==> src/rtl/lrusc_queue.sv <==
// two-entry queue between front and back
`timescale 1ns / 1ps
module lrusc_queue #(
  parameter int ENT_W = 71
) (
  input  logic             clk,
  input  logic             rst,
  input  logic             push,
  input  logic [ENT_W-1:0] push_data,
  output logic             full,
  input  logic             pop,
  output logic             empty,
  output logic [ENT_W-1:0] head
);

  logic [ENT_W-1:0] slots [2];
  logic             wr_ptr;
  logic             rd_ptr;
  logic [1:0]       count;

  assign full  = (count == 2'd2);
  assign empty = (count == 2'd0);
  assign head  = slots[rd_ptr];

  always_ff @(posedge clk) begin
    if (push && !full) slots[wr_ptr] <= push_data;
  end

  always_ff @(posedge clk) begin
    if (rst) begin
      wr_ptr <= 1'b0;
      rd_ptr <= 1'b0;
      count  <= 2'd0;
    end else begin
      if (push && !full) wr_ptr <= ~wr_ptr;
      if (pop && !empty) rd_ptr <= ~rd_ptr;
      count <= count + 2'(push && !full) - 2'(pop && !empty);
    end
  end

endmodule

==> config.mk <==
export PLATFORM = sky130hd
export DESIGN_NAME = lrusc_queue
export DESIGN_NICKNAME = d
export VERILOG_FILES = /design/src/rtl/lrusc_queue.sv
export SDC_FILE = /design/constraint.sdc
export NUM_CORES = 1
export LEC_CHECK = 0
export ABC_AREA = 0
export BUFFER_PORTS_ARGS = -buffer_cell sky130_fd_sc_hd__buf_2
export CORE_UTILIZATION = 31
export CTS_CLUSTER_SIZE = 40
export DETAILED_ROUTE_END_ITERATION = 10
export HOLD_SLACK_MARGIN = 0.03
export PLACE_DENSITY = 0.61
export SLEW_MARGIN = 0
export SYNTH_ARGS = -nofsm -noshare
export SYNTH_HDL_FRONTEND = slang
export SYNTH_SLANG_ARGS = --single-unit
==> constraint.sdc <==
create_clock -name clk -period 7.8 [get_ports clk]
set_clock_uncertainty 0.15 [all_clocks]
set_input_delay 0 -clock clk [delete_from_list [all_inputs] [get_ports clk]]
set_output_delay 0 -clock clk [all_outputs]
set_load 0.02 [all_outputs]
# Word-level counts from Yosys, hierarchy flattened

Memories as Yosys holds them, arrays and structs flattened. A register that Yosys moved wholly into a read port is not among the register bits.
Cells that the tools add are included.

Bits in registers: 4
Memory bits (writable): 142
Input port bits: 75
Output and inout port bits: 73
Logic and storage cells: 18
Memories: 1

$add $sub $neg: 2
Equal/unequal tests: 1
Mux-type cells: 4
Bitwise gates (word level): 2
Reductions and logical operators: 5

Memories:

| memory | words | bits a word | read ports | clocked after memory_dff | wr ports | line | source |
|---|---|---|---|---|---|---|---|
| slots  | 2     | 71          | 1          | 1                        | 1        | 16   | `logic [ENT_W-1:0] slots [2];` |

Operators with widths:

| operator                                   | number |
|---|---|
| two-way mux 1 bit                          | 4 |
| adder 2 x 1 -> 2 bit                       | 1 |
| equality test 2 bit, second input constant | 1 |
| logical AND 1 bit                          | 2 |
| zero test 1 bit                            | 2 |
| zero test 2 bit                            | 1 |
| NOT 1 bit                                  | 2 |
| subtractor 2 x 1 -> 2 bit                  | 1 |

# Longest topological paths before layout

Gate-level depths: netlist of the first run.

Word-level depth: 5
Gate-level depth with buffers: 8
Depth with buffers taken out: 8

# Worst setup path before layout of the first run

Ideal clock, no wire load.

Kind: flip-flop to flip-flop
Start point: register count[0]
End point: memory slots[0][0] (enable)
Library setup time: 0.425 ns
Data arrival time: 2.274 ns
Data required time: 7.225 ns
Path slack: 4.951 ns
Stages on the path, launching flop included: 5
Buffers on the path: 0
Clock period less this slack: 2.849 ns
Cell sequence: dfxtp_1 -> nand2b_2 -> inv_2 -> or3_1 -> inv_1

Cells in the longest elaborated chain, start to end: 5

Ends and longest elaborated chain:

| what                                    | line | source |
|---|---|---|
| start, declared                         | 19   | `logic [1:0] count;` |
| start signal, assigned                  | 37   | `count <= count + 2'(push && !full) - 2'(pop && !empty);` |
| equality test 2 bit                     | 21   | `assign full = (count == 2'd2);` |
| net full                                | 10   | `output logic full,` |
| zero test 1 bit                         | 26   | `if (push && !full) slots[wr_ptr] <= push_data;` |
| logical AND 1 bit                       | 26   |  |
| two-way mux 1 bit                       | 26   |  |
| two-way mux 1 bit (not written as such) | 26   |  |
| end, declared                           | 16   |  |

The timed path passes the listed nets, and every way through them passes these cells.

# Worst setup path in the final report of the first run

Start point: register count[0]
End point: memory slots[0][3] (enable)

Cells in the longest elaborated chain, start to end: 5

Ends and longest elaborated chain:

| what                                    | line |
|---|---|
| equality test 2 bit                     | 21 |
| zero test 1 bit                         | 26 |
| logical AND 1 bit                       | 26 |
| two-way mux 1 bit                       | 26 |
| two-way mux 1 bit (not written as such) | 26 |

Every way passes these cells.

==> metrics, run 1 <==
Slew headroom 31.86%; CTS tree done; I/O Pins 148; GPL Wtd Cong 0.6901; Ys Warns 0; number of max-cap violations 0; Slew @ Worst Pin 1.022 ns; synthesis-to-layout area growth 43.27%; synthesized instance count between 200 and 250; post-synth top area share 79.89%; # fillers 1477; WP data arrival 2.42 ns; Yosys reg bits 147; Reg clk slew, reported paths 0.06 ns; DRC viols 0; crit path time final roughly 2.5 ns; core area 16700 µm²; power density cells 325.9 nW/µm²; Setup TNS 0 ns; flop-to-flop setup slack 5.27 ns; Total GRT Usage 12.10%; Iter 0 DRT Violations 143; DR vias 3063; register area share after synthesis 81.76%; Setup Fix Bufs, Post-CTS 0; final worst slack 5.269 ns; vias in the first global route 3401; Final Setup Violations 0; HP Class input pin to register; initial antenna violation count 0; Pre-Repair DR Iteration Count 4; diode count 0; DIE WIDTH between 100 and 150 µm; share of layout cells above drive strength 1 51.52%; post-layout net count 559; RSZ-0062 raised after global routing no; top-count cell post-synth edfxtp_1; Total Wirelength slightly above 10 mm; syn_nets 325; Netlist cell types 20; synth top area cells edfxtp_1 80%, mux2_2 15%, dfxtp_1 1.9%, buf_2 0.75%, ha_1 0.47%; Initial Util 31.96%; status finished, final reports clean; Static Leak approximately 2.9 nW; Congestion Overflow GR 0; kind of critical path register to register; clock buffer count from CTS 17; hold buffers post-CTS 75; maximum clock frequency 0.3951 GHz; Final period util 32.45%; Avg Cell Area, Syn 21.52 µm²; Worst VDD drop 200.7 µV; Vert. Die Dim 133.2 µm; critical path cell sequence nand2b_2, inv_2, or3_1, clkinv_2, buf_4; Pins Over Slew Limit 0; Buffers on Ports 147; Yosys top cell by area edfxtp_1; pre-CTS setup slack roughly 5.2 ns; ys async rst share 0%; top_reg_cell synth edfxtp_1; detailed placer's ending HPWL 5.894 mm; clk root buf clkbuf_16; final hold vios 0; Sink Count 147; die area 17750 µm²; EDFF count, synth 142; post-route cell area about 7600 µm²; post-DR wirelength/cell around 14 µm; Critical Path Source Type register; Final ANT Viol Nets 0; Synth Cell Area 5338 µm²; dpl cell area 6325 µm²; clk_lat worst skew 0.40 ns; critical path peak fanout 37; vias per cell 4.284; CP max stage delay 0.55 ns; Worst Path Required 7.69 ns; first-pass GRT wire length 16.27 mm; Worst path slowest cell buf_4; top cells by count, synth 142 x edfxtp_1, 71 x mux2_2, 8 x buf_2; crit end category register; PostCTS Resize Cnt 0; row cnt 47; largest net degree at the start of global routing 72; H-tree depth 4; clock tree buffer depth 2
metrics by stage:
stage / cells / hold WS (ns) / total power, mW / utilization [%]
4_1_cts: 715 / 0.1426 / 2.532 / 45.79
3_3_place_gp: 608 / 0.03877 / 1.715 / 37.87
3_5_place_dp: 608 / 0.04120 / 1.730 / 37.87
2_1_floorplan: 248 / -0.08093 / 1.514 / -
6_report: 715 / 0.1644 / 2.492 / 45.79
5_1_grt: 715 / 0.1417 / 2.614 / 45.79
power by group:
part	leakage, nW	switching (mW)	internal [mW]
Combinational	1.24	0.358	0.283
Sequential	1.37	0.0827	1.01
Clock	0.277	0.294	0.465
cells in the final DEF (no fill, tap or decap), drive strengths merged, types with 3 or more instances in the layout:
cell type | Yosys | routed
clkinv | 0 | 5
clkinvlp | 0 | 3
clkbuf | 0 | 25
nor2 | 4 | 4
inv | 4 | 3
buf | 8 | 148
edfxtp | 142 | 142
mux2 | 71 | 71
dlygate4sd3 | 0 | 75
dfxtp | 5 | 5
critical path: cells and delay by family, from the launching register on:
family                 cells  cell delay, ns
flip-flops                 1            0.38
AND/OR/NAND/NOR            2            0.51
buffers and inverters      3            1.09
logic make-up after synthesis:
| group | after synthesis | share of synthesized area, % |
|---|---|---|
| xor+xnor | 2 | 0.3282 |
| mux | 71 | 14.98 |
| flops | 147 | 81.76 |
| buf+inv | 12 | 1.031 |
| simple gates | 11 | 1.102 |
| compound gates | 3 | 0.3280 |
| fa+ha+maj | 2 | 0.4687 |
path summary, 6_finish.rpt:
kind,cells after the start,start,to
worst max register to register,5,count[0],slots[0][3]
worst max-delay path,5,count[0],slots[0][3]
worst min-delay path,2,push_data[58],slots[1][58]
worst min register to register,2,wr_ptr,wr_ptr
final cells by class:
type                    instances  area (µm²)  share of cell area (%)
well taps                     220       275.3                   3.599
multi-input cells              89       922.1                   12.06
inverters                       4       16.27                  0.2127
clock inverters                 7       46.29                  0.6054
clock buffers                  25       525.5                   6.872
repair buffers                223        1494                   19.54
flip-flops and latches        147        4368                   57.12
sequential cells by signal (all words and copies together) (netlist names), named ones only:
register,flops
slots,142
wr_ptr,1
rd_ptr,1
count,2
per-layer routing:
layer  routed length [µm]  vias up  GRT usage (%)
met1                 4324     1519          13.08
met2                 5396       93          21.61
met4                  127        0          4.861
li1                     -     1442              -
met5                    0        -              0
met3                  471        9          4.186
No activity file was read; power rests on OpenSTA's default activity.
==> run 2, diff against run 1 <==
--- a/config.mk
+++ b/config.mk
@@ -5,13 +5,13 @@
 export SDC_FILE = /design/constraint.sdc
 export NUM_CORES = 1
 export LEC_CHECK = 0
-export ABC_AREA = 0
+export ABC_AREA = 1
 export BUFFER_PORTS_ARGS = -buffer_cell sky130_fd_sc_hd__buf_2
 export CORE_UTILIZATION = 31
 export CTS_CLUSTER_SIZE = 40
 export DETAILED_ROUTE_END_ITERATION = 10
 export HOLD_SLACK_MARGIN = 0.03
-export PLACE_DENSITY = 0.61
+export PLACE_DENSITY = 0.62
 export SLEW_MARGIN = 0
 export SYNTH_ARGS = -nofsm -noshare
 export SYNTH_HDL_FRONTEND = slang
==> constraint.sdc (replaced) <==
create_clock -name clk -period 2 [get_ports clk]
set_clock_uncertainty 0.15 [all_clocks]
set_input_delay 0 -clock clk [delete_from_list [all_inputs] [get_ports clk]]
set_output_delay 0 -clock clk [all_outputs]
set_load 0.02 [all_outputs]
==> run 2 against run 1 <==
Sequential share of layout area down 3.2 points; total power rose to 4.1 times the previous value; setup slack got worse by 5.1 ns; cell count grew 3.6%; die area up 7.2%; critical path depth down 2; area after synthesis increased by 7.3%; clock power rose to 4.4 times the previous value; wire length grew 5.3%; core utilization fell by 0.78 points; register-to-register slack worse by 5.0 ns.
==> metrics, run 2 <==
pre-CTS setup slack 0.3187 ns (-4.914 ns); final worst slack 0.1633 ns (-5.106 ns); post-route cell area 8113 µm² (+6.1%); synthesized instance count 260 (+4.8%); worst hold start rst; Buffers on Ports 147 (unchanged); most frequent cells in the layout 147 x buf_2, 142 x edfxtp_1, 74 x dlygate4sd3_1; Int Pwr 7.426 mW (+320%); Tot Pwr 10.27 mW (+310%); Avg Cell Area, Syn 22.04 µm² (+2.4%); RSZ-0062 raised after global routing no; EDFF count, synth 142 (unchanged); post-DR wirelength/cell 14.67 µm (+1.6%); first-pass GRT wire length 16.10 mm (-1.1%); GPL Wtd Cong 0.6967 (+0.96%); Pre-Repair DR Iteration Count 4 (unchanged); Final period util 91.84%; Slew @ Worst Pin 0.4254 ns (-0.5967 ns); crit path time final between 1.5 and 2 ns; Final Setup Violations 0 (unchanged); post-layout net count 576 (+3.0%); die area 19030 µm² (+7.2%); top-count cell post-synth edfxtp_1; vias per cell 4.215 (-1.6%); top cells by count, synth 142 x edfxtp_1, 70 x mux2_4, 10 x inv_1; power density cells 1266 nW/µm² (+290%); kind of critical path register to primary output; H-tree depth 4 (unchanged); number of max-cap violations 0 (unchanged); dpl cells 634 (+4.3%); Total GRT Usage 11.74% (-0.36 points); clk_lat worst skew 0.41 ns (about the same); largest net degree at the start of global routing 72 (unchanged); ys async rst share 0% (unchanged); final hold vios 0 (unchanged); clock buffer count from CTS 17 (unchanged); dpl cell area 6740 µm² (+6.6%); Sink Count 147 (unchanged); Logic pwr share 27.8% (+2.1 points); Reg clk slew, reported paths 0.06 ns (about the same); Congestion Overflow GR 0 (unchanged); share of layout cells above drive strength 1 50.78% (-0.73 points); Yosys reg bits 147 (unchanged); Total Wirelength 10.87 mm (+5.3%); register area share after synthesis 76.17% (-5.6 points); Slew headroom 71.64% (+40 points); synth top area cells edfxtp_1 74%, mux2_4 18%, buf_12 2.4%, dfxtp_1 1.7%, inv_1 0.66%; vias in the first global route 3247 (-4.5%); initial antenna violation count 0 (unchanged); Hold Path Stages 3 (+1); Vert. Die Dim 137.9 µm (+3.6%); Critical Path Source Type register; PostCTS Resize Cnt 0 (unchanged); status finished, final reports clean; HP Class input pin to register; critical path peak fanout 11 (-70%); Synth Cell Area 5729 µm² (+7.3%); net switching power 2.848 mW (+290%); core area 18020 µm² (+7.9%); synthesis-to-layout area growth 41.60%; DR vias 3123 (+2.0%); DRC viols 0 (unchanged); clock tree buffer depth 2 (unchanged); Worst VDD drop 580.5 µV (+190%); maximum clock frequency roughly 0.54 GHz; CP max stage delay 0.49 ns (-0.06 ns); row cnt 49 (+4.3%); reg2reg end count[1]; Clk pwr share 32.5% (+2.1 points); post-synth top area share 74.43% (-5.5 points); DIE WIDTH 137.9 µm (+3.6%); R2R Path Start count[1]; hold_ws 0.1229 ns (-0.04150 ns); cell depth of the worst flop-to-flop path 10 (+5); Worst path slowest cell dfxtp_4; flop-to-flop setup slack 0.30 ns (-4.97 ns); WHS Endpoint count[0]; sw frac 27.72% (-1.8 points); Final ANT Viol Nets 0 (unchanged); I/O Pins 148 (unchanged); crit end category primary output; diode count 0 (unchanged); Initial Util 31.79% (-0.17 points); top_reg_cell synth edfxtp_1; CTS tree done; Largest register FFs 142 (unchanged); Regs by FF count slots x142, count x2; critical path cell sequence buf_4, mux2_4, buf_2; Yosys top cell by area edfxtp_1; Static Leak 3.228 nW (+12%); WP data arrival 1.69 ns (-0.73 ns); detailed placer's ending HPWL 6.751 mm (+15%); largest reg by FF count slots; syn_nets 337 (+3.7%); Ys Warns 0 (unchanged); Pins Over Slew Limit 0 (unchanged); Netlist cell types 12 (-40%); Iter 0 DRT Violations 151 (+5.6%); Worst Path Required 1.85 ns (-5.84 ns); # fillers 1636 (+11%); clk root buf clkbuf_16; Sequential Power Share 39.7% (-4.1 points); most common cell after layout, fill and taps aside buf_2; Post-Layout Cell Count 741 (+3.6%)
==> run 2: changes by cell type in the layout (fill, tap and decap cells not counted), sizes merged, moves of 3 or more <==
cell	previous run	this run
clkbuf	25	18
clkinv	5	8
nor2	4	9
inv	3	9
buf	148	154
nand2	1	8
bufinv	0	5
nand3	0	3
==> run 2: how the worst max path moves through the flow <==
stage	slack, ns	to
final	0.16	head[49]
after floorplan	-0.14	slots[0][0]
after global routing	0.08	head[49]
after detailed placement	0.32	count[1]
after global placement	0.42	count[1]
after CTS	0.12	head[49]
==> run 2: timing repair <==
action | in CTS | in global routing
endpoints found under the hold margin | 147 | 0
setup buffers | 1 | 0
endpoints found under the setup margin | 10 | 0
hold buffers | 74 | 0
==> run 2: metrics by stage <==
stage,utilization (%),TNS (ns)
after global placement,37.39,0
after detailed placement,37.39,0
after floorplan,-,-15.88
after CTS,45.01,0
final,45.01,0
after global routing,45.01,0
==> run 2: logic make-up (layout without fill, tap and decap cells) <==
logic type | count (synthesis) | count (layout) | share of synthesized area, %
adder cells (fa/ha/maj) | 2 | 2 | 0.4367
buffers and inverters | 18 | 270 | 3.298
multiplexers | 71 | 71 | 18.54
AO/OA/AOI/OAI | 2 | 2 | 0.1747
flip-flops | 147 | 147 | 76.17
AND/OR/NAND/NOR | 20 | 20 | 1.376
==> run 2: layer usage <==
layer | up-vias | GRT usage [%] | routed length [µm]
li1 | 1483 | - | -
met1 | 1533 | 12.57 | 4365
met2 | 93 | 20.47 | 5796
met3 | 14 | 4.496 | 580
met4 | 0 | 5.193 | 126
met5 | - | 0 | 0
==> run 2: power groups by stage <==
stage               Clock [mW]  Combinational, mW  Sequential (mW)
floorplan                    0               2.13             4.08
global placement             0               2.69             4.15
detailed placement           0               2.74             4.18
CTS                       3.43               2.91             4.09
global route              3.56               3.06             4.12
finish                    3.34               2.86             4.08
==> run 2: area by class of cell <==
class,count,area (µm²),area share [%]
Clock buffer,18,429.2,5.290
Clock inverter,14,191.4,2.360
Inverter,10,41.29,0.5089
Multi-Input combinational cell,95,1199,14.77
Sequential cell,147,4370,53.87
Tap cell,229,286.5,3.532
Timing Repair Buffer,228,1595,19.66
==> run 2: critical path, delay by kind of cell, from the launching register on <==
family   cells  cell delay [ns]
mux          1             0.33
flops        1             0.49
buf+inv      2             0.45
==> run 3, diff against run 2 <==
--- a/config.mk
+++ b/config.mk
@@ -12,6 +12,7 @@
 export DETAILED_ROUTE_END_ITERATION = 10
 export HOLD_SLACK_MARGIN = 0.03
 export PLACE_DENSITY = 0.62
+export REMOVE_ABC_BUFFERS = 1
 export SLEW_MARGIN = 0
 export SYNTH_ARGS = -nofsm -noshare
 export SYNTH_HDL_FRONTEND = slang
==> run 3 against run 2 <==
Die area stayed put; register-to-register slack worse by 0.11 ns; flip-flop and latch count stayed put; wire length is 1.9% lower; clock power is 8.4% lower; cell count is 0.13% lower; cell area is 0.99% lower; critical endpoint is now head[70]; largest cell class unchanged; largest power group unchanged; highest routed layer unchanged.
==> metrics, run 3 (synthesis gave the netlist of run 2 again) <==
status finished, final reports clean; diode count 0 (unchanged); DIE WIDTH 137.9 µm (unchanged); Initial Util 31.79% (unchanged); crit end category primary output; PostCTS Resize Cnt 0 (unchanged); share of layout cells above drive strength 1 49.32% (-1.5 points); Vert. Die Dim 137.9 µm (unchanged); worst hold start rst; RSZ-0062 raised after global routing no; Reg clk slew, reported paths 0.06 ns (about the same); final hold vios 0 (unchanged); initial antenna violation count 0 (unchanged); Total GRT Usage 11.53% (-0.21 points); Worst path slowest cell buf_4; Critical Path Source Type register; # fillers 1626 (-0.61%); I/O Pins 148 (unchanged); maximum clock frequency 0.5257 GHz (-3.4%); sw frac 28.28% (+0.56 points); Clk pwr share 30.8% (-1.7 points); clk_lat worst skew 0.41 ns (about the same); pre-CTS setup slack 0.2138 ns (-0.1049 ns); final worst slack 0.09772 ns (-0.06556 ns); number of max-cap violations 0 (unchanged); Int Pwr 7.127 mW (-4.0%); clock tree buffer depth 2 (unchanged); vias in the first global route 3288 (+1.3%); Regs by FF count slots x142, count x2; CTS tree done; most common cell after layout, fill and taps aside buf_2; hold_ws 0.1534 ns (+0.03050 ns); family with the most delay on the worst path buffers and inverters; DR vias 3120 (-0.096%); WP data arrival 1.75 ns (+0.06 ns); GPL Wtd Cong 0.7212 (+3.5%); clock buffer count from CTS 17 (unchanged); Pre-Repair DR Iteration Count 4 (unchanged); CP max stage delay 0.43 ns (-0.06 ns); DRC viols 0 (unchanged); first-pass GRT wire length 16.04 mm (-0.34%); die area 19030 µm² (unchanged); clk root buf clkbuf_16; Largest register FFs 142 (unchanged); WHS Endpoint count[0]; Worst Path Required 1.85 ns (about the same); R2R Path Start count[0]; post-DR wirelength/cell 14.41 µm (-1.8%); Sequential Power Share 40.6% (+0.9 points); Buf/Inv on CP 2 (unchanged); Static Leak 3.196 nW (-0.97%); largest reg by FF count slots; power density cells 1237 nW/µm² (-2.3%); Setup TNS 0 ns (unchanged); cell depth of the worst flop-to-flop path 10 (unchanged); Congestion Overflow GR 0 (unchanged); kind of critical path register to primary output; detailed placer's ending HPWL 6.737 mm (-0.21%); flop-to-flop setup slack 0.19 ns (-0.11 ns); Iter 0 DRT Violations 94 (-38%); vias per cell 4.216 (about the same); reg2reg end count[1]; largest net degree at the start of global routing 46 (-36%); Worst VDD drop 612.3 µV (+5.5%); Final Setup Violations 0 (unchanged); Logic pwr share 28.6% (+0.8 points); row cnt 49 (unchanged); Final ANT Viol Nets 0 (unchanged); critical path cell sequence buf_4, mux2_2, buf_2; crit path time final 1.902 ns (+0.06556 ns); dpl cells 634 (unchanged); HP Class input pin to register; Total Wirelength 10.66 mm (-1.9%); H-tree depth 4 (unchanged); Post-Layout Cell Count 740 (-0.13%); most frequent cells in the layout 147 x buf_2, 142 x edfxtp_1, 74 x dlygate4sd3_1; Buffers on Ports 147 (unchanged); critical path peak fanout 26 (+15); core area 18020 µm² (unchanged); post-layout net count 575 (-0.17%); Slew @ Worst Pin 0.4926 ns (+0.06723 ns); Hold Path Stages 3 (unchanged); Sink Count 147 (unchanged); Slew headroom 67.16% (-4.5 points); net switching power 2.810 mW (-1.3%); Pins Over Slew Limit 0 (unchanged); synthesis-to-layout area growth 40.21%; Final period util 95.11% (+3.3 points)
run 3: cell count changes in the layout (fill, tap and decap cells not counted), moves of 2 or more:
cell / delta
nand2_1: +2
dfxtp_1: +2
dfxtp_2: -2
bufinv_16: -2
clkinv_1: +2
run 3: power by group through the flow:
stage,logic [mW],clock network [mW],registers [mW]
after floorplan,1.84,0,4.28
after global placement,2.74,0,4.07
after detailed placement,2.78,0,4.10
after CTS,2.90,3.16,4.04
after global routing,3.07,3.30,4.07
final,2.84,3.06,4.03
run 3: metrics by stage:
stage / area, µm² / power [mW] / utilization (%)
after floorplan: 5578 / 6.120 / -
after global placement: 6720 / 6.811 / 37.28
after detailed placement: 6720 / 6.883 / 37.28
after CTS: 8033 / 10.10 / 44.56
after global routing: 8033 / 10.43 / 44.56
final: 8033 / 9.937 / 44.56
run 3: what timing repair did:
| item | in CTS | in global routing |
|---|---|---|
| hold endpoints to repair | 147 | 0 |
| setup buffers | 0 | 0 |
| hold buffers | 74 | 0 |
run 3: final cells by class:
class	instances	area [µm²]	share of cell area (%)
clock buffer	17	425.4	5.296
clock inverter	15	146.4	1.822
inverter	10	38.79	0.4829
multi-input combinational	95	1184	14.74
sequential	147	4368	54.38
tap	229	286.5	3.567
timing repair buffer	227	1584	19.72
run 3: worst register-to-register path, cell delays in order (launching register included):
cell and delay, ns:
dfxtp_1 0.36, inv_1 0.07, nand2_1 0.14, nand2_1 0.13, ha_1 0.30, inv_1 0.05
ha_1 0.18, inv_1 0.06, nand2_1 0.06, a21oi_1 0.14, nor2_1 0.06
run 3: worst max-delay path by stage:
stage / slack (ns) / cells after the start / end
2_1_floorplan: -2.17 / 4 / slots[0][0]
3_3_place_gp: 0.33 / 10 / count[1]
3_5_place_dp: 0.21 / 10 / count[1]
4_1_cts: 0.05 / 3 / head[70]
5_1_grt: 0.02 / 3 / head[70]
6_report: 0.1 / 3 / head[70]
run 3: routing by layer:
layer	vias up	part of all wire [%]	track usage [%]
li1	1474	-	-
met1	1540	41	12.43
met2	89	51	20.14
met3	17	5.3	3.801
met4	0	1.8	5.797
met5	-	0	0
