==> config.mk <==
export PLATFORM = sky130hd
export DESIGN_NAME = lrusc_front
export DESIGN_NICKNAME = d
export VERILOG_FILES = /design/src/rtl/lrusc_pkg.sv /design/src/rtl/lrusc_front.sv
export SDC_FILE = /design/constraint.sdc
export NUM_CORES = 1
export LEC_CHECK = 0
export BUFFER_PORTS_ARGS = -buffer_cell sky130_fd_sc_hd__buf_2
export CORE_MARGIN = 2
export CORE_UTILIZATION = 43
export DETAILED_ROUTE_END_ITERATION = 8
export PLACE_DENSITY = 0.67
export SLEW_MARGIN = 20
export SYNTH_ARGS = -nofsm -noshare
export SYNTH_HDL_FRONTEND = slang
export SYNTH_SLANG_ARGS = --single-unit
export TNS_END_PERCENT = 1
==> constraint.sdc <==
create_clock -name vclk -period 4.8
set_input_delay 0.96 -clock vclk [all_inputs]
set_output_delay 0.96 -clock vclk [all_outputs]
set_load 0.01 [all_outputs]
==> src/rtl/lrusc_pkg.sv <==
// shared types, constants and codes for the lru set-associative cache tag model
`timescale 1ns / 1ps
package lrusc_pkg;

  localparam int DEF_MAX_SET_BITS = 6;
  localparam int DEF_MAX_WAYS     = 8;
  localparam int DEF_STAMP_BITS   = 32;

  localparam int ADDR_W   = 64;
  localparam int TOTAL_W  = 32;
  localparam int SIB_W    = 3;
  localparam int WAYS_W   = 4;
  localparam int OFS_W    = 5;
  localparam int PADDR_W  = 4;
  localparam int PDATA_W  = 32;

  localparam logic [SIB_W-1:0]  SIB_RESET  = 3'd4;
  localparam logic [WAYS_W-1:0] WAYS_RESET = 4'd1;
  localparam logic [OFS_W-1:0]  OFS_RESET  = 5'd4;

  localparam logic [TOTAL_W-1:0] TOTAL_MAX = '1;

  // register index, taken from paddr[3:2]
  localparam logic [1:0] REG_SET_INDEX_BITS = 2'd0;
  localparam logic [1:0] REG_WAYS_IN_USE    = 2'd1;
  localparam logic [1:0] REG_OFFSET_BITS    = 2'd2;

  // access kinds
  localparam logic [1:0] ACT_LOAD   = 2'd0;
  localparam logic [1:0] ACT_STORE  = 2'd1;
  localparam logic [1:0] ACT_MODIFY = 2'd2;
  localparam logic [1:0] ACT_INSTR  = 2'd3;

  typedef struct packed {
    logic [1:0]        action;
    logic [ADDR_W-1:0] address;
  } req_t;

  typedef struct packed {
    logic               was_hit;
    logic               was_miss;
    logic               was_eviction;
    logic               extra_hit;
    logic [TOTAL_W-1:0] hit_total;
    logic [TOTAL_W-1:0] miss_total;
    logic [TOTAL_W-1:0] eviction_total;
  } rsp_t;

  function automatic logic [TOTAL_W-1:0] sat_inc(input logic [TOTAL_W-1:0] v,
                                                 input logic en);
    logic [TOTAL_W-1:0] r;
    r = v;
    if (en && v != TOTAL_MAX) r = v + TOTAL_W'(1);
    return r;
  endfunction

endpackage

==> src/rtl/lrusc_front.sv <==
// front end: drops instruction fetches, splits the address into tag and set
`timescale 1ns / 1ps
module lrusc_front
  import lrusc_pkg::*;
#(
  parameter int SET_W  = 6,
  parameter int SB_W   = 3,
  parameter int ENT_W  = 71
) (
  input  logic             req_valid,
  input  req_t             req,
  input  logic [SB_W-1:0]  set_bits,
  input  logic [OFS_W-1:0] offset_bits,
  output logic             push,
  output logic [ENT_W-1:0] entry
);

  localparam int SH_W = $clog2(ADDR_W);

  logic [SH_W-1:0]   tag_shift;
  logic [ADDR_W-1:0] tag;
  logic [SET_W-1:0]  set_mask;
  logic [SET_W-1:0]  set_idx;
  logic              is_modify;

  always_comb begin
    tag_shift = SH_W'(set_bits) + SH_W'(offset_bits);
    tag       = req.address >> tag_shift;
    set_mask  = SET_W'(((SET_W+1)'(1) << set_bits) - (SET_W+1)'(1));
    set_idx   = SET_W'(req.address >> offset_bits) & set_mask;
    is_modify = (req.action == ACT_MODIFY);
    push      = req_valid && (req.action != ACT_INSTR);
    entry     = {is_modify, set_idx, tag};
  end

endmodule

; After elaboration in Yosys (flattened, before gate mapping)
; Index checks and enable logic that the tools add are counted.
; Widths: inputs -> output; s select.
[totals]
latch_bits = 0
mem_count = 0
mem_bits_rw = 0
mem_bits_ro = 0
ff_bits = 0
output_inout_bits = 72
wordCells = 9
[classes]
n_eq_ne = 2
n_reduce_logical = 1
shift = 3
addsub = 2
order_cmp = 0
mul = 0
bitwise_logic = 1
muxes = 0
div_mod_pow = 0
[op_table]
columns = op, n
row1 = $shr 64x5->6, 1
row2 = $shr 64x6->64, 1
row3 = $add 3x5->6, 1
row4 = $and 6x6->6, 1
row5 = $shl 1x3->6 const A, 1
row6 = $sub 6x2->6 const B, 1
row7 = $eq 2x2->1 const B, 1
row8 = $ne 2x2->1 const B, 1
row9 = $logic_and 1x1->1, 1

; Logic depth before layout (Yosys ltp)
; Gate-level depths: netlist of the first run.
[depth]
depth_word = 3
mapped_depth = 13
depth_no_buf = 9

; Worst setup path after synthesis of the first run
; Ideal clock, no wire load.
[synth_timing]
path_type = input-to-output
start = input offset_bits[1]
end = output entry[14]
t_arrival_ns = 3.599
required_time_ns = 3.840
path_slack_ns = 0.241
path_stages = 12
path_cell_list = buf_4 buf_2 inv_1 fa_1 buf_4 buf_4 mux2_2 mux4_2 a21oi_1 a21oi_1 a22oi_1 o21ai_1
[synth_via]
elab_chain_len = 2
[synth_rtl]
columns = element, line_no
row1 = from (decl), lrusc_front.sv:13  ; input logic [OFS_W-1:0] offset_bits,
row2 = $add 3x5->6, lrusc_front.sv:27  ; tag_shift = SH_W'(set_bits) + SH_W'(offset_bits);
row3 = $shr 64x6->64, lrusc_front.sv:28  ; tag = req.address >> tag_shift;
row4 = to (decl), lrusc_front.sv:15  ; output logic [ENT_W-1:0] entry
; No other way between the ends.

; Worst setup path in the final report of the first run
[layout_timing]
start = input offset_bits[0]
end = output entry[14]
; Same word-level chain as after synthesis.

==> results of run 1 <==
## worst max-delay path by stage
stage	from	end	slack [ns]	depth (start not counted)
6_report	offset_bits[0]	entry[14]	0.02	12
5_1_grt	offset_bits[0]	entry[5]	-0.07	13
4_1_cts	set_bits[0]	entry[23]	-0.04	13
3_5_place_dp	set_bits[0]	entry[10]	-0.1	13
3_3_place_gp	set_bits[0]	entry[4]	-0.06	12
2_1_floorplan	offset_bits[1]	entry[14]	0.24	12
## critical path: stages
cell	delay, ns
sky130_fd_sc_hd__buf_8	0.08
sky130_fd_sc_hd__ha_4	0.13
sky130_fd_sc_hd__inv_2	0.03
sky130_fd_sc_hd__fa_4	0.80
sky130_fd_sc_hd__buf_12	0.15
sky130_fd_sc_hd__buf_4	0.11
sky130_fd_sc_hd__mux2_4	0.31
sky130_fd_sc_hd__mux4_2	0.52
sky130_fd_sc_hd__o21ai_1	0.25
sky130_fd_sc_hd__a21o_1	0.20
sky130_fd_sc_hd__o21ai_1	0.10
sky130_fd_sc_hd__buf_2	0.17
## power by group through the flow
stage	combinational (mW)	sequential (mW)	clock [mW]
after floorplan	1.16	0	0
after global routing	2.15	0	0
after global placement	1.83	0	0
final	2.01	0	0
after detailed placement	1.84	0	0
after CTS	1.91	0	0
## layout by cell type, fill, tap and decap left out, types with 9 or more instances in the layout
| cell type | synthesis | final |
|---|---|---|
| sky130_fd_sc_hd__a211o_1 | 9 | 9 |
| sky130_fd_sc_hd__a211oi_1 | 19 | 17 |
| sky130_fd_sc_hd__a21oi_1 | 53 | 46 |
| sky130_fd_sc_hd__buf_12 | 0 | 11 |
| sky130_fd_sc_hd__buf_2 | 31 | 145 |
| sky130_fd_sc_hd__buf_4 | 18 | 99 |
| sky130_fd_sc_hd__inv_1 | 12 | 10 |
| sky130_fd_sc_hd__mux2_2 | 36 | 32 |
| sky130_fd_sc_hd__mux2i_1 | 133 | 119 |
| sky130_fd_sc_hd__mux2i_2 | 0 | 11 |
| sky130_fd_sc_hd__mux4_2 | 57 | 57 |
| sky130_fd_sc_hd__nand2_1 | 81 | 80 |
| sky130_fd_sc_hd__nor2_1 | 62 | 61 |
| sky130_fd_sc_hd__nor3_1 | 18 | 12 |
| sky130_fd_sc_hd__nor4_1 | 11 | 11 |
| sky130_fd_sc_hd__o211ai_1 | 12 | 12 |
| sky130_fd_sc_hd__o21ai_0 | 21 | 18 |
| sky130_fd_sc_hd__o22ai_1 | 12 | 11 |
## repair_timing
| item | in CTS | in global routing |
|---|---|---|
| resized for setup | 27 | 45 |
| endpoints found under the setup margin | 23 | 45 |
| cloned | 2 | 2 |
| setup buffers | 5 | 1 |
| pin swaps | 6 | 16 |
## routing by layer
layer | share of wire | up-vias | GRT usage
li1 | - | 3155 | -
met1 | 0.44 | 3254 | 0.434
met2 | 0.44 | 396 | 0.442
met3 | 0.095 | 33 | 0.0377
met4 | 0.024 | 0 | 0.0545
met5 | 0 | - | 0
## through the flow
step | util | setup TNS [ns] | worst slack [ns]
6_report | 0.586 | 0 | 0.0170
3_5_place_dp | 0.554 | -1.20 | -0.0977
5_1_grt | 0.586 | -0.339 | -0.0715
3_3_place_gp | 0.554 | -0.519 | -0.0567
2_1_floorplan | - | 0 | 0.241
4_1_cts | 0.569 | -0.185 | -0.0435
## layout make-up
type | instances | area share
inverters | 12 | 0.00580
multi-input cells | 627 | 0.725
well taps | 176 | 0.0284
repair buffers | 265 | 0.241
## kinds of logic (layout without fill, tap and decap cells)
| kind of cell | after synthesis | after routing | share of synthesized area |
|---|---|---|---|
| buffers and inverters | 89 | 277 | 0.0868 |
| adders and majority gates | 5 | 5 | 0.0120 |
| xor gates and xnor gates | 5 | 5 | 0.0101 |
| and+or+nand+nor | 206 | 206 | 0.155 |
| AOI/OAI and AO/OA | 180 | 180 | 0.205 |
| muxes | 231 | 231 | 0.530 |
==> run summary, run 1 <==
Summing every instance area after synthesis gives 5850 um2. In this run the mean area of a mapped cell was 8.17 um2. The worst hold path terminates at entry[70].

The area growth from synthesis to layout is 32.7%. Summed over all nets, the half-perimeter wirelength after detailed placement is 17300 um. The analysis attributes to net switching a power of 1.07 mW.

The number of buffers inserted for hold repair after clock tree synthesis is 0. The final layout contains a sequential cell count of 0. For the total of warnings raised by yosys, the log shows 0. The fraction of final layout cells sized beyond drive strength 1 works out to 0.459.

The endpoint kind of the worst setup timing path was an output port. Summing all flip-flop and latch instances after layout gives 0 um2. The logs give 0 for the final max-slew violation count and 7340 um2 for the total cell area at the placement stage. When the netlist entered floorplanning its net count stood at 796. The number of global-route vias before repair is 6161.

Counting instances in the post-synthesis netlist gives the leading cell types as 133 x sky130_fd_sc_hd__mux2i_1, 81 x sky130_fd_sc_hd__nand2_1, 62 x sky130_fd_sc_hd__nor2_1, 57 x sky130_fd_sc_hd__mux4_2, 53 x sky130_fd_sc_hd__a21oi_1. VDD sags by at most 0.000127 V. For this design the ratio of total power to cell area is 259 nW/um2. The number of antenna violations at the first check in global routing was 0. The tools report the startpoint kind of the worst setup timing path as an input port.

After the last flow step, the layout net total stands at 986. The clock network fraction of design power is 0, and the die boundary height is 121 um. The run gives 0.454 as the normalized max-slew margin. Yosys attributes the largest share of cell area to sky130_fd_sc_hd__mux2i_1 23%, sky130_fd_sc_hd__mux4_2 22%, sky130_fd_sc_hd__mux2_2 6.9%. Post-detailed-route wirelength per cell: 20.5 um. Startpoint-to-endpoint class of the critical path: input port to output port. Of all nets on the critical path, the largest fanout is 6.

The minimum clock period after layout came out at 4.78 ns. The logs give 0 for the number of maximum-capacitance constraint violations and 3.84 ns for the critical path data required time. The number of stages on the worst hold path came out at 3. For the top-level port count, the log shows 147. The finished cells cover 7760 um2. The number of cells after detailed placement is 1070. The beginning of the worst hold path was req[64]. The flow ran to the end, and the final reports show no timing, DRC or antenna violations. The clock buffer count in the final layout was 0; the ratio of final minimum period to clock period was 0.996. The finished layout holds 1080 standard cells, fillers aside.

The first TritonRoute pass finished after 5 iterations. The switching share of total power was 0.529. The maximum number of pins on one net before global-route repair is 39, and the post-route worst hold slack is 2.16 ns. Synthesis produced a netlist whose cell count is 716.

For this run, the top clock speed supported by timing is 209 MHz. The first global-routing pass estimated 33800 um of wire. Setup violations remaining at the end of the flow were counted as 0. At the pin with the least slew margin, the transition time is 0.816 ns. The type of the most critical hold path is input port to output port.

For the filler cell count in the final layout, the log shows 1260. The number of distinct library cells after synthesis is 65, and the count of routing violations after the opening detailed-route iteration is 652. The total global routing track utilization was 0.288. The routed layout has 6838 vias.

The count of nets left with antenna violations once routing finished came out at 0. The top cell type by total area after synthesis was sky130_fd_sc_hd__mux2i_1. Most instantiated library cell after synthesis: sky130_fd_sc_hd__mux2i_1.

For this design the static power due to leakage is 3.51 nW. The multi-input combinational cells in the finished layout cover a total of 5620 um2. The post-synthesis sequential area ratio is 0. The relative contribution of sequential cells to total power was 0; the data arrival at the endpoint of the critical path was 3.82 ns. For this block, the routed nets add up to 22100 um of wire.

Setup repair after global routing could not meet its margin everywhere. In this run the core area contains 42 standard-cell rows. The total power consumption of the routed design was 2.01 mW; the diode insertion count for antenna repair was 0. The logs give 0.948 mW for the internal portion of total power and 0.987 for the routability congestion estimate from global placement. The logs give 14600 um2 for the overall die area and 13200 um2 for the core footprint. Initial core utilization: 0.442.

Area share of the largest cell type after synthesis: 0.228. The horizontal extent of the die was 121 um. Number of vias per cell: 6.33. The run gives 1.000 as the share of power burned in combinational logic. The run gives 0 as the number of hold violations in the final report. For this run, design rule violations remaining after detail routing come to 0. Buffers placed on the I/O ports in this run total 147.

Global routing finished with a remaining overflow of 0.
No activity file was read; power rests on OpenSTA's default activity.
==> run 2: changes to the inputs <==
==> constraint.sdc (replaced) <==
create_clock -name vclk -period 4.8
set_input_delay 0.24 -clock vclk [all_inputs]
set_output_delay 0.24 -clock vclk [all_outputs]
set_load 0.01 [all_outputs]
==> run 2 against run 1 <==
  * Non-clock buffer count shrank 94
  * Combinational power shrank 17%
  * Final area shrank 15%
  * Fmax grew 25%
  * Cell count shrank 8.7%
  * Via count shrank 5.9%
  * Critical path depth shrank 1
  * First-iteration DRC count grew 17%
  * Sequential cell count is the same
  * Count of clock-buffer cells in the layout is the same
  * Critical endpoint is now entry[13]
  * Largest power group unchanged
==> run summary, run 2 (synthesized netlist as in run 1, its figures left out) <==
The run finished with clean final reports. The number of buffers added on ports is 147 (unchanged). For the leakage power figure, the log shows 2.95 nW (-16%). The tools report the startpoint kind of the worst setup timing path as an input port. The minimum clock period after layout came out at 3.82 ns (-0.966 ns). The maximum cell stage delay along the critical path was 0.73 ns (-0.07 ns). The final-stage net count is 892 (-9.5%). The horizontal extent of the die works out to 121 um (unchanged). The total power per unit cell area is 252 nW/um2 (-2.9%).

The leading cell type in the layout, fill and taps excluded was sky130_fd_sc_hd__buf_2. The tools report the highest clock rate as 262 MHz (+25%). The via count is 6433 (-5.9%). The ratio of final minimum period to clock period came out at 0.795 (-0.201).

In the layout the commonest cells are 147 x sky130_fd_sc_hd__buf_2, 133 x sky130_fd_sc_hd__mux2i_1, 81 x sky130_fd_sc_hd__nand2_1, 62 x sky130_fd_sc_hd__nor2_1, 57 x sky130_fd_sc_hd__mux4_2. The worst setup path is captured at an output port. The tools report the post-CTS setup buffer count as 0 (-5). The detailed-route wire length was 20900 um (-5.5%).

The most critical setup path has its endpoint at entry[13]. Clock buffer count in the final layout: 0 (unchanged). The run gives 986 (-7.9%) as the number of cells after detailed placement. The number of gates resized after CTS was 0 (-100%); the global-route wire length before repair was 31900 um (-5.6%).

Filler cell count in the final layout: 1366 (+8.4%). The logs give 0.273 (-0.0155) for the total global routing track utilization and 0 (unchanged) for the number of maximum-capacitance constraint violations. The logs give 0.408 (-0.0456) for the normalized max-slew margin and 5 (unchanged) for the first-pass detailed-route iteration total. The run gives 0 (unchanged) as the diode insertion count for antenna repair. The highest fanout seen on the critical path came out at 39 (+33). The number of hold violations in the final report was 0 (unchanged). The critical path data required time was 4.56 ns (+0.72 ns). Post-detailed-route wirelength per cell: 21.2 um (+3.5%). The total overflow reported by the global router came out at 0 (unchanged). The run gives 0 (unchanged) as the number of buffers inserted for hold repair after clock tree synthesis. Depth of the critical timing path with buffers and inverters included: 11 (-1). The die boundary height is 121 um (unchanged). Family of cells with the greatest summed delay on the critical path: simple AND/OR/NAND/NOR gates.

The count of routing violations after the opening detailed-route iteration is 766 (+17%), and the maximum number of pins on one net before global-route repair is 56 (+44%). For the number of global-route vias before repair, the log shows 5681 (-7.8%). Setup repair after global routing left no endpoint under its margin. Startpoint-to-endpoint class of the critical path: input port to output port. The sum of negative setup slack is 0 ns (unchanged). Among all stages on the critical path, the largest delay is contributed by sky130_fd_sc_hd__nor2_1.

The final max-slew violation count is 0 (unchanged). The most critical setup path has its startpoint at offset_bits[1]. The placement row count was 42 (unchanged); the initial core utilization was 0.442 (unchanged).

From synthesis to final layout, the design area changed by 12.9%. In this run the most critical hold path is launched from req[64]. The core footprint was 13200 um2 (unchanged). The number of antenna violations at the first check in global routing is 0 (unchanged). The routability congestion estimate from global placement was 0.931 (-5.7%).

The sum of buffers and inverters on the critical path is 4 (-1), and the number of vias per cell is 6.52 (+3.0%). Walking the worst path, the cells encountered are buf_2, buf_4, ha_1, a211o_1, and3_1, buf_4, and2_1, nor2_1, a32oi_1, nand2_1, buf_2. The top-level port count was 147 (unchanged); the final sequential cell count was 0 (unchanged). The run gives 0 (unchanged) as the number of DRC violations after detailed routing.

The logs give 0 (unchanged) for the number of nets with antenna violations after routing and 0 um2 (unchanged) for the sequential standard cell area. The final standard cell count with taps included and fillers excluded came out at 986 (-8.7%). The overall die area was 14600 um2 (unchanged); the slew of the pin with the lowest slew margin was 0.884 ns (+0.0682 ns).

Type of the most critical hold path: input port to output port. The logs give 0 (unchanged) for the final number of setup-violating endpoints and 16400 um (-4.9%) for the half-perimeter wire length after detailed placement. The fraction of final layout cells sized beyond drive strength 1 was 0.344 (-0.115). The tools report the data arrival at the endpoint of the critical path as 3.58 ns (-0.24 ns).

The largest vdd supply drop came out at 0.000168 V (+32%).
## run 2: how the worst min path moves through the flow
stage                           end  slack [ns]  cells past startpoint
after floorplan           entry[69]        0.58                      2
after global placement    entry[70]        0.72                      3
after detailed placement  entry[70]        0.72                      3
after CTS                 entry[70]        0.72                      3
after global routing      entry[70]        0.73                      3
final                     entry[70]        0.72                      3
## run 2: stage by stage
step           power [mW]   util  worst slack, ns  hold WS (ns)  instance area (um2)
2_1_floorplan        1.16      -             1.68         0.583                 5850
3_3_place_gp         1.62  0.499             1.07         0.720                 6610
3_5_place_dp         1.63  0.499             1.06         0.724                 6610
4_1_cts              1.63  0.499             1.04         0.724                 6610
5_1_grt              1.78  0.499            0.810         0.731                 6610
6_report             1.66  0.499            0.983         0.722                 6610
## run 2: power by group
group / switching [mW] / total, mW / internal (mW)
registers: 0 / 0 / 0
logic: 0.966 / 1.66 / 0.697
clock network: 0 / 0 / 0
## run 2: cell type report
class / instances / area, um2 / area share
Multi-Input combinational cell: 627 / 5400 / 0.817
Inverter: 12 / 45.0 / 0.00682
Timing Repair Buffer: 171 / 941 / 0.142
Tap cell: 176 / 220 / 0.0333
## run 2: layer usage
metal,track usage,up-vias,part of all wire
met3,0.0396,44,0.095
li1,-,2967,-
met1,0.415,3046,0.46
met5,0,-,0
met2,0.400,376,0.42
met4,0.0719,0,0.031
==> run 3: changes to the inputs <==
Settings changed: ABC_AREA from default to 1.
Clock period 4.8 ns to 3.54 ns, I/O delays scaled along.
==> run 3 against run 2 <==
  * Setup slack got worse by 0.32 ns
  * Synthesized cell count increased by 70%
  * Via count increased by 37%
  * Power increased by 18%
  * Synthesized area decreased by 6.4%
  * Final area decreased by 5.5%
  * Combinational power increased by 18%
  * Die area decreased by 6.2%
  * Global-route usage increased by 3.1 points
  * Non-clock buffer count decreased by 7
==> run summary, run 3 <==
The flow ran to the end, and the final reports show no timing, DRC or antenna violations. The number of buffers added on ports works out to 147 (unchanged). Beginning of the worst hold path: req[64].

Initial core utilization: 0.437 (-0.00438). The number of buffers inserted for hold repair after clock tree synthesis is 0 (unchanged), and the via count is 8824 (+37%). The synthesized area divided by synthesized cell count was 4.49 um2 (-45%). The ratio of final minimum period to clock period came out at 0.814.

The total overflow reported by the global router is 0 (unchanged). The run gives 1299 (+63%) as the post-synthesis net count. The tools report the number of gates resized after CTS as 0 (unchanged). The number of maximum-capacitance constraint violations was 0 (unchanged); the area fraction in compound gates after synthesis was 0.0277 (-0.178). Count of routing violations after the opening detailed-route iteration: 1149 (+50%). The worst setup path is launched from an input port. The worst setup path is of the input port to output port kind. The post-CTS setup buffer count was 0 (unchanged); the die boundary height was 117 um (-3.2%). The final-stage net count was 1368 (+53%).

The global-route wire length before repair came out at 34300 um (+7.3%). The fraction of final layout cells sized beyond drive strength 1 is 0.138 (-0.207). Sorting the synthesized cells by area gives the leading types as sky130_fd_sc_hd__nand3_1 48%, sky130_fd_sc_hd__nand2_1 33%, sky130_fd_sc_hd__buf_2 3.2%.

The logs give 0 (unchanged) for the number of DRC violations after detailed routing and 12500 um2 (-5.5%) for the core footprint. Normalized max-slew margin: 0.338 (-0.0705). The highest fanout seen on the critical path is 63 (+62%), and the total global routing track utilization is 0.304 (+0.0309). The area share of and/or/nand/nor cells after synthesis works out to 0.859 (+0.704). Sorting the synthesized cells by how often they occur yields 526 x sky130_fd_sc_hd__nand3_1, 483 x sky130_fd_sc_hd__nand2_1, 45 x sky130_fd_sc_hd__clkbuf_1, 35 x sky130_fd_sc_hd__buf_2, 32 x sky130_fd_sc_hd__nor2_1. The number of antenna violations at the first check in global routing is 0 (unchanged), and the half-perimeter wire length after detailed placement is 16600 um (+0.92%). The tools report the number of cells produced by synthesis as 1219 (+70%). The largest family of logic cells by synthesized area is simple AND/OR/NAND/NOR gates. The fraction of synthesized cell area in xor and xnor cells was 0.00617 (-0.00388); the adder-cell share of the synthesized area was 0.0128 (+0.000821). The final number of setup-violating endpoints is 0 (unchanged), and the post-synthesis cell area is 5470 um2 (-6.4%). Detailed-route wire length: 21800 um (+4.4%). The area growth from synthesis to final layout is 14.0%. The most common cell in the synthesized netlist is sky130_fd_sc_hd__nand3_1. The clock buffer count in the final layout is 0 (unchanged), and the number of distinct library cells after synthesis is 25 (-62%). The final sequential cell count is 0 (unchanged), and the top-level port count is 147 (unchanged).

Counting I/O delays and the setup requirement, the final critical path takes 2.88 ns. The tools report the endpoint kind of the worst setup timing path as an output port. The logs give 0 (unchanged) for the total of warnings raised by yosys and 70 (+25%) for the maximum number of pins on one net before global-route repair. The number of vias per cell works out to 6.05 (-7.2%).

The overall die area came out at 13600 um2 (-6.2%). The post-detailed-route wirelength per cell was 14.9 um (-29%). The type of the most critical hold path was input port to output port.

Total power consumption of the routed design: 1.96 mW (+18%). The tools report the post-synthesis sequential area ratio as 0 (unchanged). The slew of the pin with the lowest slew margin is 0.992 ns (+0.108 ns), and the total power per unit cell area is 313 nW/um2 (+24%). Routability congestion estimate from global placement: 1.06 (+14%). Setup repair after global routing left no endpoint under its margin. The top cell type by total area after synthesis was sky130_fd_sc_hd__nand3_1.

The run gives 3.46 nW (+17%) as the leakage power figure. The critical path launch point is set_bits[0]. The area share of the largest cell type after synthesis is 0.481 (+0.253), and the critical path data required time is 3.36 ns (-1.20 ns).

The multiplexer fraction of the synthesized cell area works out to 0 (-0.530). The tools report the largest vdd supply drop as 0.000249 V (+48%). Horizontal extent of the die: 117 um (-3.2%). The sequential standard cell area was 0 um2 (unchanged). In the layout the commonest cells are 526 x sky130_fd_sc_hd__nand3_1, 481 x sky130_fd_sc_hd__nand2_1, 147 x sky130_fd_sc_hd__buf_2, 32 x sky130_fd_sc_hd__nor2_1, 17 x sky130_fd_sc_hd__inv_1. The run gives 0 (unchanged) as the number of hold violations in the final report. Placement row count: 41 (-2.4%). The leading cell type in the layout, fill and taps excluded is sky130_fd_sc_hd__nand3_1.

The number of nets with antenna violations after routing is 0 (unchanged), and the number of global-route vias before repair is 7395 (+30%). The data arrival at the endpoint of the critical path was 2.70 ns (-0.88 ns); the sum of negative setup slack was 0 ns (unchanged). The diode insertion count for antenna repair came out at 0 (unchanged). The tools report the highest clock rate as 347 MHz. The logs give 8 (+3) for the first-pass detailed-route iteration total and 0 (unchanged) for the final max-slew violation count.
## run 3: layout make-up
cell class         count  area [um2]
inverters             23        86.3
well taps            172         215
multi-input cells   1099        5000
repair buffers       164         938
fillers             1449        6270
## run 3: routing by layer
metal	wire length (um)	GRT usage
met1	8550	0.398
met2	10300	0.519
met3	2110	0.0257
met4	838	0.115
met5	0	0
## run 3: through the flow
| step | utilization | hold slack, ns | instances | worst slack [ns] | instance area [um2] |
|---|---|---|---|---|---|
| 4_1_cts | 0.499 | 0.602 | 1458 | 0.757 | 6240 |
| 5_1_grt | 0.499 | 0.623 | 1458 | 0.503 | 6240 |
| 2_1_floorplan | - | 0.473 | 1219 | 1.03 | 5470 |
| 6_report | 0.499 | 0.599 | 1458 | 0.660 | 6240 |
| 3_3_place_gp | 0.499 | 0.592 | 1458 | 0.742 | 6240 |
| 3_5_place_dp | 0.499 | 0.601 | 1458 | 0.758 | 6240 |
## run 3: path summary, 6_finish.rpt
kind | end | slack [ns] | depth (start not counted)
max | entry[25] | 0.66 | 13
min | entry[70] | 0.60 | 3
## run 3: logic make-up (layout without fill, tap and decap cells)
logic type | after synthesis | after routing
AND/OR/NAND/NOR | 1065 | 1065
buffers and inverters | 120 | 187
AO/OA/AOI/OAI | 26 | 26
adder cells (fa/ha/maj) | 5 | 5
XOR/XNOR | 3 | 3
## run 3: critical path: stages
cell	delay, ns
sky130_fd_sc_hd__buf_2	0.12
sky130_fd_sc_hd__ha_2	0.17
sky130_fd_sc_hd__inv_1	0.05
sky130_fd_sc_hd__fa_2	0.54
sky130_fd_sc_hd__buf_4	0.55
sky130_fd_sc_hd__nand3_1	0.22
sky130_fd_sc_hd__nand3_1	0.19
sky130_fd_sc_hd__nand2_1	0.14
sky130_fd_sc_hd__nand2_1	0.11
sky130_fd_sc_hd__nand3_1	0.08
sky130_fd_sc_hd__nand3_1	0.11
sky130_fd_sc_hd__nand2_1	0.09
sky130_fd_sc_hd__buf_2	0.15
## run 3: report_power, final
| part | total (mW) | leakage, nW | switching (mW) | internal, mW |
|---|---|---|---|---|
| Clock | 0 | 0 | 0 | 0 |
| Combinational | 1.96 | 3.46 | 1.31 | 0.641 |
| Sequential | 0 | 0 | 0 | 0 |
